===== config.mk =====
export PLATFORM = sky130hd
export DESIGN_NAME = stream_pattern_finder_top
export DESIGN_NICKNAME = d
export VERILOG_FILES = /design/src/rtl/spf_pkg.sv /design/src/rtl/stream_pattern_finder_top.sv
export SDC_FILE = /design/constraint.sdc
export NUM_CORES = 1
export LEC_CHECK = 0
export BUFFER_PORTS_ARGS = -buffer_cell sky130_fd_sc_hd__buf_2
export CORE_UTILIZATION = 55
export CTS_CLUSTER_DIAMETER = 60
export DETAILED_ROUTE_END_ITERATION = 7
export HOLD_SLACK_MARGIN = 0.03
export PLACE_DENSITY_LB_ADDON = 0.25
export SETUP_SLACK_MARGIN = 0.5
export SKIP_LAST_GASP = 1
export SLEW_MARGIN = 20
export SYNTH_ARGS = -nofsm -noshare
export SYNTH_HDL_FRONTEND = slang
export SYNTH_SLANG_ARGS = --single-unit
export TNS_END_PERCENT = 20

===== constraint.sdc =====
create_clock -name clk -period 11.5 [get_ports clk]
set_input_delay 0.575 -clock clk [delete_from_list [all_inputs] [get_ports clk]]
set_output_delay 0.575 -clock clk [all_outputs]
set_load 0.005 [all_outputs]

===== src/rtl/spf_pkg.sv =====
// spf_pkg: types, constants and helpers shared by the stream pattern finder
// holds the beat structs, the register index codes and the case fold function
// no dependencies
package spf_pkg;

	// default window depth, longest pattern that can be searched
	localparam int MAX_PATTERN_DEF = 16;

	// pattern bytes held by the two pattern registers
	localparam int PAT_REG_BYTES = 16;

	// field and register widths
	localparam int OFFSET_W  = 48;
	localparam int CFG_DATA_W = 64;
	localparam int CFG_IDX_W  = 3;
	localparam int LEN_REG_W  = 5;

	localparam logic [OFFSET_W-1:0] OFFSET_MAX = {OFFSET_W{1'b1}};

	// configuration register indexes
	typedef enum logic [CFG_IDX_W-1:0] {
		CFG_PATTERN_LOW  = 3'd0,
		CFG_PATTERN_HIGH = 3'd1,
		CFG_PATTERN_LEN  = 3'd2,
		CFG_FOLD_CASE    = 3'd3,
		CFG_START_OFFSET = 3'd4
	} cfg_reg_t;

	// input beat
	typedef struct packed {
		logic [7:0] data_byte;
		logic       last_byte;
	} in_beat_t;

	// result beat
	typedef struct packed {
		logic                found;
		logic [OFFSET_W-1:0] match_offset;
	} out_beat_t;

	// ascii upper case letters to lower case when folding is on
	function automatic logic [7:0] fold_byte(input logic [7:0] b, input logic en);
		logic [7:0] r;
		r = b;
		if (en && b >= 8'h41 && b <= 8'h5A) begin
			r = b + 8'h20;
		end
		return r;
	endfunction

endpackage


===== src/rtl/stream_pattern_finder_top.sv =====
// stream_pattern_finder_top: first occurrence search of a short byte pattern
// in a byte stream, window register, parallel comparators and result register
// depends on spf_pkg
//
// Takes one stream byte per cycle and reports the first place where the
// configured pattern (1 to MAX_PATTERN bytes, exact or ASCII case-folded)
// occurs, as start_offset plus the index of its first byte, or a not-found
// beat when the stream's last byte passes without a match. The accepted byte
// first shifts into the window register, then all window positions are
// compared at once against the pattern and the result goes into the output
// register. A new byte is taken every cycle; only a result held in the output
// register under stall holds up the input. The user must see that configuration
// is written while no stream is in flight; the block itself does not enforce it.
module stream_pattern_finder_top #(
	parameter int MAX_PATTERN = spf_pkg::MAX_PATTERN_DEF
) (
	input  logic                                 clk,
	input  logic                                 arst_n,
	// configuration write port
	input  logic                                 cfg_write,
	input  logic [spf_pkg::CFG_IDX_W-1:0]        cfg_index,
	input  logic [spf_pkg::CFG_DATA_W-1:0]       cfg_data,
	// stream bytes in
	input  logic                                 in_valid,
	output logic                                 in_stall,
	input  spf_pkg::in_beat_t                    in_data,
	// results out
	output logic                                 out_valid,
	input  logic                                 out_stall,
	output spf_pkg::out_beat_t                   out_data
);

	localparam int LW = $clog2(MAX_PATTERN + 1);
	localparam int IW = (MAX_PATTERN > 1) ? $clog2(MAX_PATTERN) : 1;
	localparam int OW = spf_pkg::OFFSET_W;

	// configuration registers
	logic [2*spf_pkg::CFG_DATA_W-1:0]  pattern_q;
	logic [spf_pkg::LEN_REG_W-1:0]     pattern_len_q;
	logic                              fold_case_q;
	logic [OW-1:0]                     start_offset_q;

	// stream state, also holding the byte in the compare stage
	logic [7:0]    window_q [MAX_PATTERN];
	logic [OW-1:0] count_q;
	logic          restart_q;
	logic          match_done_q;
	logic          valid_s1;
	logic          last_s1;

	// output register
	logic                  out_valid_q;
	spf_pkg::out_beat_t    out_q;

	logic                  in_accept;
	logic                  out_free;
	logic                  advance;
	logic [LW-1:0]         len_eff;
	logic [OW-1:0]         count_base;
	logic [OW-1:0]         count_next;
	logic [MAX_PATTERN-1:0] pos_ok;
	logic                  hit;
	logic                  produce;
	logic [OW-1:0]         match_pos;
	logic [OW:0]           offset_sum;
	logic [OW-1:0]         offset_sat;

	// handshake
	assign out_free  = !out_valid_q || !out_stall;
	assign advance   = valid_s1 && out_free;
	assign in_stall  = valid_s1 && !out_free;
	assign in_accept = in_valid && !in_stall;
	assign out_valid = out_valid_q;
	assign out_data  = out_q;

	// configuration writes
	always_ff @(posedge clk or negedge arst_n) begin
		if (!arst_n) begin
			pattern_q      <= '0;
			pattern_len_q  <= spf_pkg::LEN_REG_W'(1);
			fold_case_q    <= 1'b0;
			start_offset_q <= '0;
		end else if (cfg_write) begin
			unique case (spf_pkg::cfg_reg_t'(cfg_index))
				spf_pkg::CFG_PATTERN_LOW:
					pattern_q[spf_pkg::CFG_DATA_W-1:0] <= cfg_data;
				spf_pkg::CFG_PATTERN_HIGH:
					pattern_q[2*spf_pkg::CFG_DATA_W-1:spf_pkg::CFG_DATA_W] <= cfg_data;
				spf_pkg::CFG_PATTERN_LEN:
					pattern_len_q <= cfg_data[spf_pkg::LEN_REG_W-1:0];
				spf_pkg::CFG_FOLD_CASE:
					fold_case_q <= cfg_data[0];
				spf_pkg::CFG_START_OFFSET:
					start_offset_q <= cfg_data[OW-1:0];
				default: begin
				end
			endcase
		end
	end

	// position count, restarts after a last byte and saturates
	always_comb begin
		count_base = restart_q ? '0 : count_q;
		count_next = (count_base == spf_pkg::OFFSET_MAX) ? count_base
			: count_base + OW'(1);
	end

	// window shift and stage control on an accepted beat
	always_ff @(posedge clk or negedge arst_n) begin
		if (!arst_n) begin
			for (int i = 0; i < MAX_PATTERN; i++) begin
				window_q[i] <= '0;
			end
			count_q   <= '0;
			restart_q <= 1'b0;
			valid_s1  <= 1'b0;
			last_s1   <= 1'b0;
		end else begin
			if (in_accept) begin
				window_q[0] <= in_data.data_byte;
				for (int i = 1; i < MAX_PATTERN; i++) begin
					window_q[i] <= restart_q ? 8'h00 : window_q[i-1];
				end
				count_q   <= count_next;
				restart_q <= in_data.last_byte;
				last_s1   <= in_data.last_byte;
				valid_s1  <= 1'b1;
			end else if (advance) begin
				valid_s1 <= 1'b0;
			end
		end
	end

	// effective pattern length, zero acts as one, clipped to the window
	always_comb begin
		if (pattern_len_q == '0) begin
			len_eff = LW'(1);
		end else if (32'(pattern_len_q) > MAX_PATTERN) begin
			len_eff = LW'(MAX_PATTERN);
		end else begin
			len_eff = LW'(pattern_len_q);
		end
	end

	// one comparator per pattern byte, pattern byte k against window byte len-1-k
	for (genvar k = 0; k < MAX_PATTERN; k++) begin : g_cmp
		logic [7:0]    pat_b;
		logic [LW-1:0] back_pos;
		logic [IW-1:0] widx;
		if (k < spf_pkg::PAT_REG_BYTES) begin : g_pat
			assign pat_b = pattern_q[8*k +: 8];
		end else begin : g_zero
			assign pat_b = 8'h00;
		end
		assign back_pos = len_eff - LW'(k + 1);
		assign widx = back_pos[IW-1:0];
		assign pos_ok[k] = (LW'(k) >= len_eff)
			|| (spf_pkg::fold_byte(window_q[widx], fold_case_q)
				== spf_pkg::fold_byte(pat_b, fold_case_q));
	end

	// match decision and offset
	always_comb begin
		hit        = !match_done_q && (count_q >= OW'(len_eff)) && (&pos_ok);
		produce    = hit || (last_s1 && !match_done_q);
		match_pos  = count_q - OW'(len_eff);
		offset_sum = {1'b0, start_offset_q} + {1'b0, match_pos};
		offset_sat = offset_sum[OW] ? spf_pkg::OFFSET_MAX : offset_sum[OW-1:0];
	end

	// match flag, cleared when the stream ends
	always_ff @(posedge clk or negedge arst_n) begin
		if (!arst_n) begin
			match_done_q <= 1'b0;
		end else if (advance) begin
			if (last_s1) begin
				match_done_q <= 1'b0;
			end else if (hit) begin
				match_done_q <= 1'b1;
			end
		end
	end

	// output register
	always_ff @(posedge clk or negedge arst_n) begin
		if (!arst_n) begin
			out_valid_q <= 1'b0;
		end else if (advance && produce) begin
			out_valid_q <= 1'b1;
		end else if (!out_stall) begin
			out_valid_q <= 1'b0;
		end
	end

	always_ff @(posedge clk) begin
		if (advance && produce) begin
			out_q.found        <= hit;
			out_q.match_offset <= hit ? offset_sat : '0;
		end
	end

	// a found beat never lies below the start offset
	assert property (@(posedge clk) disable iff (!arst_n)
		out_valid_q && out_q.found |-> out_q.match_offset >= start_offset_q)
		else $error("match offset below start offset");

	// a not-found beat carries a zero offset
	assert property (@(posedge clk) disable iff (!arst_n)
		out_valid_q && !out_q.found |-> out_q.match_offset == '0)
		else $error("not-found beat with nonzero offset");

	// no second match is reported within one stream
	assert property (@(posedge clk) disable iff (!arst_n)
		advance && hit && !last_s1 |=> match_done_q)
		else $error("match flag not set after a match");

	// the position count only grows within a stream
	assert property (@(posedge clk) disable iff (!arst_n)
		in_accept && !restart_q |=> count_q >= $past(count_q))
		else $error("position count went backward");

endmodule

==> impl_metrics.tcl <==
set metrics [dict create \
    die-area_um2 57760 \
    cellPowerDensity_nw_per_um2 237.0 \
    via_count 27030 \
    drv_cap 0 \
    async_flop_share_pct 88.08 \
    drt_iter0_markers 3223 \
    clk_pin_slew_worst_paths_ps 60 \
    synth_compound_area_share_pct 15.96 \
    worstSkewPairLatency_ps 610 \
    worstRegToRegCells 19 \
    maxSlewViolCount 0 \
    wl_um 108200 \
    cp-start-kind "register" \
    synth_mux_area_share_pct 20.23 \
    post-route-drc-count 0 \
    numPortBuffers 131 \
    synth_area_leader_cell "dfrtp_1" \
    crit_required_ps 11780 \
    hold_violations 0 \
    synthAdderAreaFrac_pct 3.781 \
    r2r_slack_ps 2480 \
    core-area_um2 55630 \
    rsz0062_at_grt "no" \
    place_hpwl_um 81260 \
    synth_cells 3192 \
    avgRoutedWirePerCell_um 26.99 \
    antenna_found_initial 3 \
    post-route-period-util_pct 78.44 \
    grt_pass1_vias 25670 \
    syn_area_per_cell_um2 9.787 \
    clock_skew_ps 17.17 \
    synth_enable_flop_cells 49 \
    synthTopCellsByArea "dfrtp_1, mux4_2, mux2_2, edfxtp_1, nand2_1" \
    synth-xor-area-share_pct 7.525 \
    rows 86 \
    fin_tns_setup_ps 0 \
    cts_hold_buf 0 \
    design_area_um2 34260 \
    final_nets 3395 \
    die_y_um 240.3 \
    synthFlopType "dfrtp_1" \
    first_pass_iters 6 \
    fin_crit_ps 9021 \
    cts_root_buf "clkbuf_16" \
    die_width_um 240.3 \
    critical_path.max_fanout 51 \
    yosys_warnings 0 \
    hp-class "in -> async" \
    max-slew-margin-rel_pct 28.14 \
    cts_buffer_depth 3 \
    reg2reg_from "pattern_len_q[3]" \
    cts.sinks 411 \
    syn-num-nets 3366 \
    antenna_left 0 \
    grt_pass1_wl_um 161500 \
    yosys.area_share.simple_pct 15.74 \
    setup_viol 0 \
    dpl_cell_area_um2 32500 \
    crit_path_end_kind "register" \
    synthDistinctLibCells 93 \
    ys_seq_area_share_pct 33.71 \
    h-tree-depth 2 \
    syn_area_um2 31240 \
    avgViaCountPerCell 6.740 \
    gp_congestion 1.023 \
    syn_to_final_growth_pct 9.648 \
    synth_seq_cells 411 \
    n_antenna_cell 0 \
    p_leak_nw 13.83 \
    layout-drive-gt1-share_pct 19.77 \
    r2r-end "out_data[10]" \
    grt_max_degree 162 \
    criticalPathCategory "reg -> reg" \
    grt.total_usage_pct 37.46 \
    cts-resized-gates 0 \
    status "complete, no violations" \
    overflow 0 \
    yosysTopAreaCellShare_pct 28.92 \
    fmax_mhz 110.9 \
    synth_top_family_by_area "multiplexers" \
    synth_top_cells_by_count "dfrtp_1, nand2_1, mux2_2, o21ai_0, clkbuf_1" \
    start_util_pct 56.16 \
    tightest_slew_ps 1071 \
    yosysMostFrequentCell "dfrtp_1" \
    vdd_drop_max_mv 0.2449 \
    cts_made_buffers 49 \
    crit_arrival_ps 9300 \
    cts_setup_buffers 0 \
    ios 132 \
    cts_tree "built" \
]
-- state kept, by name, summed over array words and instances (netlist names) --
register        cells
start_offset_q     48
fold_case_q         1
window_q          128
valid_s1            1
last_s1             1
match_done_q        1
out_valid           1
pattern_q         128
pattern_len_q       5
out_data           49
count_q            48
-- worst max-delay path by stage --
stage	slack, ps	to	from	cells past startpoint
2_1_floorplan	3160	out_data[0]	pattern_len_q[1]	25
3_3_place_gp	2790	out_data[13]	pattern_len_q[2]	26
3_5_place_dp	2450	out_data[30]	pattern_len_q[2]	26
4_1_cts	2350	out_data[31]	pattern_len_q[2]	26
5_1_grt	1960	out_data[31]	pattern_len_q[2]	27
6_report	2480	out_data[10]	pattern_len_q[3]	19
-- metal layers --
layer	share of wire, %	GRT usage [%]	vias to the layer above
met5	0.13	1.991	-
met4	3.6	12.68	2
met3	9.8	8.312	202
met2	45	57.65	1286
met1	42	51.90	13540
li1	-	-	12000
-- critical path, cell delays in order (launching register included) --
cell and delay [ps]:
dfrtp_1 910, or4_1 670, nand2_4 120, ha_2 250
or2_2 320, a21oi_4 760, buf_4 380, mux4_2 620
a22o_1 220, a221oi_1 530, o21ai_1 120, and3_1 230
nor4_1 350, mux2i_1 180, o31ai_1 480, o2111a_1 260
o2111a_2 830, a21oi_1 220, nor2_4 770, buf_4 410
-- cells in the final DEF (no fill, tap or decap), drive strengths merged, types with 21 or more instances in the layout --
cell type	count
a211oi	62
a21boi	47
a21o	38
a21oi	131
a22oi	21
a31oi	31
and3	26
buf	177
clkbuf	66
dfrtp	361
edfxtp	49
ha	92
inv	45
mux2	204
mux2i	89
mux4	139
nand2	359
nand2b	125
nand3	66
nand4	26
nor2	158
nor3	72
nor4	41
o211ai	21
o21ai	207
o31ai	21
xnor2	124
xor2	134
-- cells by family after synthesis --
group                      Yosys count
and+or+nand+nor                    997
AOI/OAI and AO/OA                  753
muxes                              432
DFF                                411
xor gates and xnor gates           262
buffers and inverters              243
adders and majority gates           94
-- area by class of cell --
| cell class | count | area (µm²) |
|---|---|---|
| Inverter | 44 | 165.2 |
| Clock inverter | 26 | 290.3 |
| Sequential cell | 411 | 10540 |
| Fill cell | 4547 | 21380 |
| Timing Repair Buffer | 177 | 1047 |
| Tap cell | 748 | 935.9 |
| Multi-Input combinational cell | 2538 | 19850 |
| Clock buffer | 66 | 1434 |
-- where the power goes --
group / leakage [nW] / switching, mW / internal, mW / total (mW)
registers: 5.12 / 0.273 / 1.66 / 1.93
logic: 7.87 / 2.74 / 1.80 / 4.54
clock network: 0.844 / 0.674 / 0.974 / 1.65
-- per-stage QoR --
stage	setup WS, ps	total power, mW	utilization, %	hold slack (ps)	instances
finish	2479	8.119	61.58	73.25	4010
global route	1959	8.568	61.58	163.8	4010
CTS	2354	8.018	61.51	103.9	4009
detailed placement	2447	6.336	58.41	503.5	3917
global placement	2788	6.250	58.41	499.3	3917
floorplan	3158	5.083	-	279.4	3192
(Power assumes the default switching activity.)
